## config.mk

```make
export PLATFORM = sky130hd
export DESIGN_NAME = section_table_address_translator
export DESIGN_NICKNAME = d
export VERILOG_FILES = /design/src/sta_pkg.sv /design/src/sta_ctrl.sv /design/src/sta_dp.sv /design/src/section_table_address_translator.sv
export SDC_FILE = /design/constraint.sdc
export NUM_CORES = 2
export LEC_CHECK = 0
export ABC_AREA = 1
export BUFFER_PORTS_ARGS = -buffer_cell sky130_fd_sc_hd__buf_4
export CORE_MARGIN = 5
export CORE_UTILIZATION = 45
export CTS_CLUSTER_DIAMETER = 30
export DETAILED_ROUTE_END_ITERATION = 7
export PLACE_DENSITY_LB_ADDON = 0.08
export SLEW_MARGIN = 20
export SYNTH_ARGS = -nofsm -noshare
export SYNTH_HDL_FRONTEND = slang
export SYNTH_SLANG_ARGS = --single-unit
```

## constraint.sdc

```tcl
create_clock -name clk_i -period 9.3 [get_ports clk_i]
set_input_delay 0.93 -clock clk_i [delete_from_list [all_inputs] [get_ports clk_i]]
set_output_delay 0.93 -clock clk_i [all_outputs]
set_load 0.02 [all_outputs]
```

## src/sta_pkg.sv

```systemverilog
package sta_pkg;

  localparam int unsigned AddrW = 32;
  localparam int unsigned CountW = 5;

  // Request selector codes
  typedef logic [1:0] func_t;
  localparam func_t FN_LOAD = 2'd0;
  localparam func_t FN_V2F  = 2'd1;
  localparam func_t FN_F2V  = 2'd2;

  // Result status codes
  typedef logic [1:0] status_t;
  localparam status_t ST_OK        = 2'd0;
  localparam status_t ST_NOT_FOUND = 2'd1;
  localparam status_t ST_WRITTEN   = 2'd2;

  // Configuration register indexes
  typedef logic [1:0] cfg_idx_t;
  localparam cfg_idx_t CFG_HEADER_SIZE  = 2'd0;
  localparam cfg_idx_t CFG_SECT_ALIGN   = 2'd1;
  localparam cfg_idx_t CFG_FILE_ALIGN   = 2'd2;
  localparam cfg_idx_t CFG_SECT_COUNT   = 2'd3;

  typedef enum logic [1:0] {
    ST_IDLE,
    ST_SCAN,
    ST_RESP
  } ctrl_state_e;

  typedef struct packed {
    logic [AddrW-1:0] virt_base;
    logic [AddrW-1:0] virt_size;
    logic [AddrW-1:0] raw_base;
    logic [AddrW-1:0] raw_size;
  } sect_entry_t;

  // Controller to datapath
  typedef struct packed {
    logic accept;
    logic scan;
    logic emit;
  } ctrl_cmd_t;

  // Datapath to controller
  typedef struct packed {
    logic needs_scan;
    logic hit;
    logic done;
    logic out_free;
  } dp_stat_t;

endpackage

```

## src/sta_ctrl.sv

```systemverilog
module sta_ctrl
  import sta_pkg::*;
(
  input  logic      clk_i,
  input  logic      rst_ni,
  input  logic      in_valid_i,
  output logic      in_ready_o,
  input  dp_stat_t  stat_i,
  output ctrl_cmd_t cmd_o
);

  ctrl_state_e state_q, state_d;

  always_ff @(posedge clk_i or negedge rst_ni) begin
    if (!rst_ni) begin
      state_q <= ST_IDLE;
    end else begin
      state_q <= state_d;
    end
  end

  always_comb begin
    state_d    = state_q;
    cmd_o      = '0;
    in_ready_o = 1'b0;
    unique case (state_q)
      ST_IDLE: begin
        in_ready_o = 1'b1;
        if (in_valid_i) begin
          cmd_o.accept = 1'b1;
          state_d = stat_i.needs_scan ? ST_SCAN : ST_RESP;
        end
      end
      ST_SCAN: begin
        cmd_o.scan = 1'b1;
        if (stat_i.hit || stat_i.done) begin
          state_d = ST_RESP;
        end
      end
      ST_RESP: begin
        if (stat_i.out_free) begin
          cmd_o.emit = 1'b1;
          state_d = ST_IDLE;
        end
      end
      default: state_d = ST_IDLE;
    endcase
  end

endmodule

```

## src/sta_dp.sv

```systemverilog
module sta_dp
  import sta_pkg::*;
#(
  parameter int unsigned MAX_SECTIONS = 16
) (
  input  logic             clk_i,
  input  logic             rst_ni,
  input  logic             cfg_we_i,
  input  cfg_idx_t         cfg_index_i,
  input  logic [AddrW-1:0] cfg_data_i,
  input  func_t            func_i,
  input  logic [3:0]       entry_index_i,
  input  logic [AddrW-1:0] virt_base_i,
  input  logic [AddrW-1:0] virt_size_i,
  input  logic [AddrW-1:0] raw_base_i,
  input  logic [AddrW-1:0] raw_size_i,
  input  logic [AddrW-1:0] query_address_i,
  output logic             out_valid_o,
  input  logic             out_ready_i,
  output logic [AddrW-1:0] translated_address_o,
  output status_t          status_o,
  input  ctrl_cmd_t        cmd_i,
  output dp_stat_t         stat_o
);

  localparam int unsigned IdxW = (MAX_SECTIONS > 1) ? $clog2(MAX_SECTIONS) : 1;
  localparam int unsigned PtrW = $clog2(MAX_SECTIONS + 1);

  logic [AddrW-1:0]  header_size_q, sect_align_q, file_align_q;
  logic [CountW-1:0] sect_count_q;

  sect_entry_t       mem [MAX_SECTIONS];
  sect_entry_t       rdata_q;
  logic              rd_vld_q;
  logic              rd_en;
  logic [PtrW-1:0]   ptr_q, lim_q, lim_d;
  logic [AddrW-1:0]  addr_q;
  logic              dir_f2v_q;

  logic [AddrW-1:0]  res_q, res_d;
  status_t           st_q, st_d;
  logic              out_valid_q;
  logic [AddrW-1:0]  out_addr_q;
  status_t           out_st_q;

  logic              is_query, bypass, idx_ok, match;
  logic [31:0]       idx_ext;
  logic [AddrW-1:0]  m_base, m_size, o_base, m_end;

  always_ff @(posedge clk_i or negedge rst_ni) begin
    if (!rst_ni) begin
      header_size_q <= '0;
      sect_align_q  <= '0;
      file_align_q  <= '0;
      sect_count_q  <= '0;
    end else if (cfg_we_i) begin
      unique case (cfg_index_i)
        CFG_HEADER_SIZE: header_size_q <= cfg_data_i;
        CFG_SECT_ALIGN:  sect_align_q  <= cfg_data_i;
        CFG_FILE_ALIGN:  file_align_q  <= cfg_data_i;
        CFG_SECT_COUNT:  sect_count_q  <= cfg_data_i[CountW-1:0];
        default: ;
      endcase
    end
  end

  assign is_query = (func_i == FN_V2F) || (func_i == FN_F2V);
  assign bypass   = (query_address_i < header_size_q) || (sect_align_q == file_align_q);
  assign idx_ext  = 32'(entry_index_i);
  assign idx_ok   = idx_ext < 32'(MAX_SECTIONS);
  assign lim_d    = (32'(sect_count_q) > 32'(MAX_SECTIONS)) ? PtrW'(MAX_SECTIONS)
                                                            : PtrW'(sect_count_q);

  // Section table: one write port, one registered read port
  always_ff @(posedge clk_i) begin
    if (cmd_i.accept && (func_i == FN_LOAD) && idx_ok) begin
      mem[idx_ext[IdxW-1:0]] <= '{virt_base: virt_base_i, virt_size: virt_size_i,
                                  raw_base: raw_base_i, raw_size: raw_size_i};
    end
    if (rd_en) begin
      rdata_q <= mem[ptr_q[IdxW-1:0]];
    end
  end

  assign rd_en = cmd_i.scan && (ptr_q < lim_q);

  always_ff @(posedge clk_i or negedge rst_ni) begin
    if (!rst_ni) begin
      rd_vld_q <= 1'b0;
      ptr_q    <= '0;
    end else begin
      rd_vld_q <= rd_en;
      if (cmd_i.accept) begin
        ptr_q <= '0;
      end else if (rd_en) begin
        ptr_q <= ptr_q + PtrW'(1);
      end
    end
  end

  always_ff @(posedge clk_i) begin
    if (cmd_i.accept) begin
      addr_q    <= query_address_i;
      dir_f2v_q <= (func_i == FN_F2V);
      lim_q     <= lim_d;
    end
  end

  assign m_base = dir_f2v_q ? rdata_q.raw_base  : rdata_q.virt_base;
  assign m_size = dir_f2v_q ? rdata_q.raw_size  : rdata_q.virt_size;
  assign o_base = dir_f2v_q ? rdata_q.virt_base : rdata_q.raw_base;
  assign m_end  = m_base + m_size;
  assign match  = (addr_q >= m_base) && (addr_q < m_end);

  always_comb begin
    res_d = res_q;
    st_d  = st_q;
    if (cmd_i.accept) begin
      res_d = '0;
      st_d  = ST_NOT_FOUND;
      if (func_i == FN_LOAD) begin
        st_d = ST_WRITTEN;
      end else if (is_query && bypass) begin
        res_d = query_address_i;
        st_d  = ST_OK;
      end
    end else if (cmd_i.scan && rd_vld_q && match) begin
      res_d = o_base + (addr_q - m_base);
      st_d  = ST_OK;
    end
  end

  always_ff @(posedge clk_i) begin
    res_q <= res_d;
    st_q  <= st_d;
  end

  // Output register: hold a finished result until taken
  always_ff @(posedge clk_i or negedge rst_ni) begin
    if (!rst_ni) begin
      out_valid_q <= 1'b0;
    end else if (cmd_i.emit) begin
      out_valid_q <= 1'b1;
    end else if (out_ready_i) begin
      out_valid_q <= 1'b0;
    end
  end

  always_ff @(posedge clk_i) begin
    if (cmd_i.emit) begin
      out_addr_q <= res_q;
      out_st_q   <= st_q;
    end
  end

  assign out_valid_o          = out_valid_q;
  assign translated_address_o = out_addr_q;
  assign status_o             = out_st_q;

  assign stat_o.needs_scan = is_query && !bypass;
  assign stat_o.hit        = rd_vld_q && match;
  assign stat_o.done       = !rd_vld_q && (ptr_q >= lim_q);
  assign stat_o.out_free   = !out_valid_q || out_ready_i;

endmodule

```

## src/section_table_address_translator.sv

```systemverilog
// Section table address translator. Keeps a table of up to MAX_SECTIONS image
// sections (virtual base/size, raw base/size) and translates addresses between
// virtual and file-offset space; the first matching section in table order
// wins, and sums wrap at 32 bits. Addresses below header_size, or any address
// when section_alignment equals file_alignment, pass through unchanged. A
// request with func 0 writes one table entry (status 2); func 1 and 2 translate
// (status 0 on a hit, 1 with address 0 on a miss); func 3 answers not found.
// Timing: one request at a time. Loads and pass-through queries go from
// acceptance through the result register to the output register; a table
// search reads at most N = min(section_count, MAX_SECTIONS) entries and stops
// at the first match, through the single read port of the section table,
// one entry per cycle with a registered read. A result that cannot leave
// the output register holds back the next result while it waits. A new
// request is accepted while the previous result still waits in the output
// register. Entries must be loaded before a search reaches them. Configuration
// must be written only while the block is idle; the block does not enforce it.
module section_table_address_translator
  import sta_pkg::*;
#(
  parameter int unsigned MAX_SECTIONS = 16
) (
  input  logic        clk_i,
  input  logic        rst_ni,
  // configuration write port
  input  logic        cfg_we_i,
  input  logic [1:0]  cfg_index_i,
  input  logic [31:0] cfg_data_i,
  // request channel
  input  logic        in_valid_i,
  output logic        in_ready_o,
  input  logic [1:0]  func_i,
  input  logic [3:0]  entry_index_i,
  input  logic [31:0] virt_base_i,
  input  logic [31:0] virt_size_i,
  input  logic [31:0] raw_base_i,
  input  logic [31:0] raw_size_i,
  input  logic [31:0] query_address_i,
  // result channel
  output logic        out_valid_o,
  input  logic        out_ready_i,
  output logic [31:0] translated_address_o,
  output logic [1:0]  status_o
);

  ctrl_cmd_t cmd;
  dp_stat_t  stat;

  // Sequence each request: accept, scan the table if needed, deliver
  sta_ctrl u_ctrl (
    .clk_i      (clk_i),
    .rst_ni     (rst_ni),
    .in_valid_i (in_valid_i),
    .in_ready_o (in_ready_o),
    .stat_i     (stat),
    .cmd_o      (cmd)
  );

  // Hold config, section table, match logic and the output register
  sta_dp #(
    .MAX_SECTIONS (MAX_SECTIONS)
  ) u_dp (
    .clk_i                (clk_i),
    .rst_ni               (rst_ni),
    .cfg_we_i             (cfg_we_i),
    .cfg_index_i          (cfg_index_i),
    .cfg_data_i           (cfg_data_i),
    .func_i               (func_i),
    .entry_index_i        (entry_index_i),
    .virt_base_i          (virt_base_i),
    .virt_size_i          (virt_size_i),
    .raw_base_i           (raw_base_i),
    .raw_size_i           (raw_size_i),
    .query_address_i      (query_address_i),
    .out_valid_o          (out_valid_o),
    .out_ready_i          (out_ready_i),
    .translated_address_o (translated_address_o),
    .status_o             (status_o),
    .cmd_i                (cmd),
    .stat_o               (stat)
  );

endmodule

```

==> impl_summary.md <==
STA
Setup violations remaining at the end of the flow were counted as 0. The fraction of the cycle the final worst path needs is 0.6811. The number of pins exceeding their max-slew limit in the final report is 0. Between clock sinks in the finished design, the worst skew comes to 98.06 ps. The final critical delay including setup and external delays is 6335 ps.

The total negative slack for setup checks is 0 ps. For the pin with the worst max-slew slack, the measured transition is 1364 ps. Setup repair after global routing left no endpoint under its margin. The count of final hold-check violations is 0. Derived from the worst setup path, the maximum achievable clock frequency is 157.9 MHz. Measured against its own limit, the worst slew margin works out to 0.09060. The final critical-path setup slack is 2965 ps.

Yosys
The number of nets produced by synthesis is 7,867. Sorting the synthesized cells by area gives the leading types as sky130_fd_sc_hd__edfxtp_1 (69%), sky130_fd_sc_hd__nor2_1 (4.6%), sky130_fd_sc_hd__o21ai_0 (3.6%). The Yosys warning count is 0. In the synthesized netlist, the cells that appear most often are sky130_fd_sc_hd__edfxtp_1 (2,282), sky130_fd_sc_hd__nor2_1 (1,227), sky130_fd_sc_hd__nand2_1 (724). The most repeated cell in the gate-level netlist after synthesis is sky130_fd_sc_hd__edfxtp_1. Of all cell types, the one taking the most synthesized area is sky130_fd_sc_hd__edfxtp_1. The main flop type after synthesis is sky130_fd_sc_hd__edfxtp_1. The number of distinct library cell variants in the gate-level netlist after synthesis is 44. The number of instances in the synthesized netlist is 7,464. In this run, synthesis inferred 2,282 flip-flops with an integrated enable. The share of the yosys chip area belonging to registers is 0.7194. After synthesis the cells add up to 0.09908 sq mm.

Counting flops with an async set or reset pin after synthesis yields a share of 0.04599. The synthesis-stage register bit count is 2,392. The area share of the leading cell type in the synthesized netlist is 0.6916.

The average cell area after synthesis is 13.27 sq um.

Worst setup path
The signal on the critical path passes through inv_2 > buf_4 > nand2_1 > o21ai_0 > ha_1 > inv_1 > fa_1 > o21ai_2 > a21oi_1 > o21ai_0 > nand3_1 > nand2_1 > xor2_1 > ha_1 > nand2_1 > nor2_1 > nand2_1 > o211ai_1 > nor2_1 > nand3_1 > o21ai_4. At the worst endpoint, the arrival time is 6870 ps. The launching element type of the critical path is a flop.

The slowest cell on the critical path is sky130_fd_sc_hd__o21ai_4. The most numerous cell type found on the critical path is sky130_fd_sc_hd__nand2_1. In this run the critical register-to-register path is launched from u_dp.dir_f2v_q. The data required time at the worst endpoint is 9840 ps. The count of buffer and inverter cells on the critical path is 3.

In this run the critical register-to-register path is captured at u_dp.res_q[1]. Across all register-to-register paths, the minimum setup slack is 2970 ps. For this run, the slowest stage of the critical path takes 910 ps. Measured in cells, the most critical reg-to-reg path has a length of 21.

The cell family contributing the most delay on the critical path is compound AO/OA/AOI/OAI gates. The type of element capturing the critical path is a flop. In this run the worst path has a maximum fanout of 34. The classification of the worst setup path is reg -> reg.

Route
The total via count after detailed routing is 63.43k. In this run the remaining antenna-violating nets after routing total 0. The routed via count divided by cell count is 5.686.

The routed length per placed instance is 26.16 microns. After the first detailed-routing iteration, the DRC count stood at 5,519. The detailed-routing iteration count for the pre-antenna-repair pass is 5. For this run, design rule violations remaining after detail routing come to 0. The routed design has 291.8 mm of wire.

Global route
The number of antenna violations at the first check in global routing came to 29. The number of global-route vias before repair is 61.19k. The first global-routing pass estimated 422.0 mm of wire. The pin count of the biggest net entering global routing is 197. After global routing the overflow that remains totals 0. The aggregate global-route resource usage is 0.2477.

Clock network
The TritonCTS clock tree is done. The post-CTS setup buffer count is 0. The number of clock buffers added by TritonCTS is 493. The H-tree depth is 5. The cell sitting at the root of the clock tree is a sky130_fd_sc_hd__clkbuf_16.

The tree built by TritonCTS fans out to 2,392 sinks. The later pin in the worst-skew pair is clocked with a latency of 990 ps. Counting along the longest clock path gives a buffer depth of 4.

Clock-pin slew was measured on the worst setup and hold paths at 40 ps. Gates resized during post-CTS repair numbered 0.

Finish
The number of nets in the layout is 8,262. The signed area change from the synthesized netlist to the final layout is 21.45%. The share of final-layout standard cells stronger than drive strength 1 is 0.1442.

Min path
The startpoint identified for the worst hold timing path is out_ready_i. The class of the tightest hold or removal check is in -> reg. For hold timing, the worst endpoint is u_dp.out_valid_o. The number of instances on the worst hold path is 2.

Die
The vertical die dimension is 479.2 microns. The total I/O pin count is 241. The number of placement rows is 172. The initial utilization of the core area, before any placement, comes to 0.4518.

The die covers 0.2297 sq mm. The area of the core is 0.2193 sq mm. The die is 479.2 microns wide.

Power and ir drop
For this design the ratio of total power to cell area is 328.3 mW/mm^2. The maximum resistive drop on vdd is 229.3 uV. For this design the static power due to leakage is 42.20 nW.

Place
The sum of net half-perimeters after detailed placement is 160.3 mm. Input and output buffers added on the ports amount to 240. The final weighted congestion of routability-driven global placement is 0.9036. Before CTS, the worst setup slack after placement is 3041 ps.

Run status
The flow ran to the end, and the final reports show no timing, DRC or antenna violations.

Job
Across the run, the number of max-cap violations was 0.
cell type report:
| type | instances | area [sq um] |
|---|---|---|
| flip-flops and latches | 2392 | 71290 |
| diodes | 17 | 42.54 |
| multi-input cells | 4331 | 24830 |
| well taps | 2871 | 3592 |
| repair buffers | 335 | 2846 |
| inverters | 306 | 1179 |
| clock buffers | 554 | 12760 |
| clock inverters | 350 | 3782 |
| fillers | 17980 | 98970 |
sequential cells by signal (all words and copies together), names as in the netlist:
name	count
u_dp.rd_vld_q	1
u_dp.translated_address_o	32
u_dp.ptr_q	5
u_dp.mem	2048
u_dp.header_size_q	32
u_dp.res_q	32
u_dp.addr_q	32
u_dp.out_valid_o	1
u_dp.sect_align_q	32
u_dp.sect_count_q	5
u_dp.status_o	2
u_dp.dir_f2v_q	1
u_dp.lim_q	5
u_dp.file_align_q	32
u_ctrl.state_q	2
u_dp.rdata_q	128
u_dp.st_q	2
what timing repair did:
item	4_1_cts	5_1_grt
endpoints found under the setup margin	0	0
endpoints found under the hold margin	32	0
hold buffers	1	0
logic make-up after synthesis:
kind of cell	after synthesis	synth area share
buffers and inverters	741	0.03144
and+or+nand+nor	2351	0.09517
adders and majority gates	198	0.02735
xor gates and xnor gates	58	0.005127
muxes	240	0.02425
DFF	2392	0.7194
AOI/OAI and AO/OA	1484	0.09725
report_power, final:
| part | total [W] | internal [W] | switching (W) | leakage, nW |
|---|---|---|---|---|
| clock network | 0.0173 | 0.0117 | 0.00557 | 7.98 |
| registers | 0.0130 | 0.0126 | 0.000395 | 22.0 |
| logic | 0.00926 | 0.00292 | 0.00634 | 12.3 |
through the flow:
step | hold WS, ps | instances | area (sq um) | total power (W) | util
finish | 189.4 | 11160 | 120300 | 0.03950 | 0.5487
global route | 170.3 | 11140 | 120300 | 0.04124 | 0.5486
CTS | 132.7 | 11140 | 120300 | 0.03969 | 0.5485
detailed placement | 405.6 | 10230 | 103700 | 0.02235 | 0.4730
global placement | 405.2 | 10230 | 103700 | 0.02232 | 0.4730
floorplan | 400.3 | 7464 | 99080 | 0.01909 | -
worst max-delay path by stage:
| stage | startpoint | endpoint | slack, ps | cells past startpoint |
|---|---|---|---|---|
| after detailed placement | u_dp.dir_f2v_q | u_dp.res_q[2] | 3040 | 21 |
| after floorplan | func_i[0] | u_dp.mem[0][0] | 1770 | 6 |
| after global routing | u_dp.dir_f2v_q | u_dp.res_q[1] | 2600 | 21 |
| final | u_dp.dir_f2v_q | u_dp.res_q[1] | 2970 | 21 |
| after CTS | u_dp.dir_f2v_q | u_dp.res_q[2] | 3020 | 21 |
| after global placement | u_dp.dir_f2v_q | u_dp.res_q[1] | 3110 | 23 |
cells in the final DEF, fill, tap and decap left out, types with 240 or more instances in the layout:
cell                        Yosys  routed
sky130_fd_sc_hd__o21ai_0      716     715
sky130_fd_sc_hd__nand3_1      306     305
sky130_fd_sc_hd__edfxtp_1    2282    2282
sky130_fd_sc_hd__o32ai_1      302     302
sky130_fd_sc_hd__nand2_1      724     724
sky130_fd_sc_hd__buf_4         34     307
sky130_fd_sc_hd__inv_1        304     298
sky130_fd_sc_hd__nor2_1      1227    1208
sky130_fd_sc_hd__clkbuf_16      0     497
sky130_fd_sc_hd__mux2i_1      240     240
metal layers:
layer  GRT usage  wire (microns)
met1      0.3631          133100
met2      0.3800          132000
met3     0.04517           18970
met4     0.07322            7576
met5           0             138
Note: power is estimated with default switching activity, not from simulation.
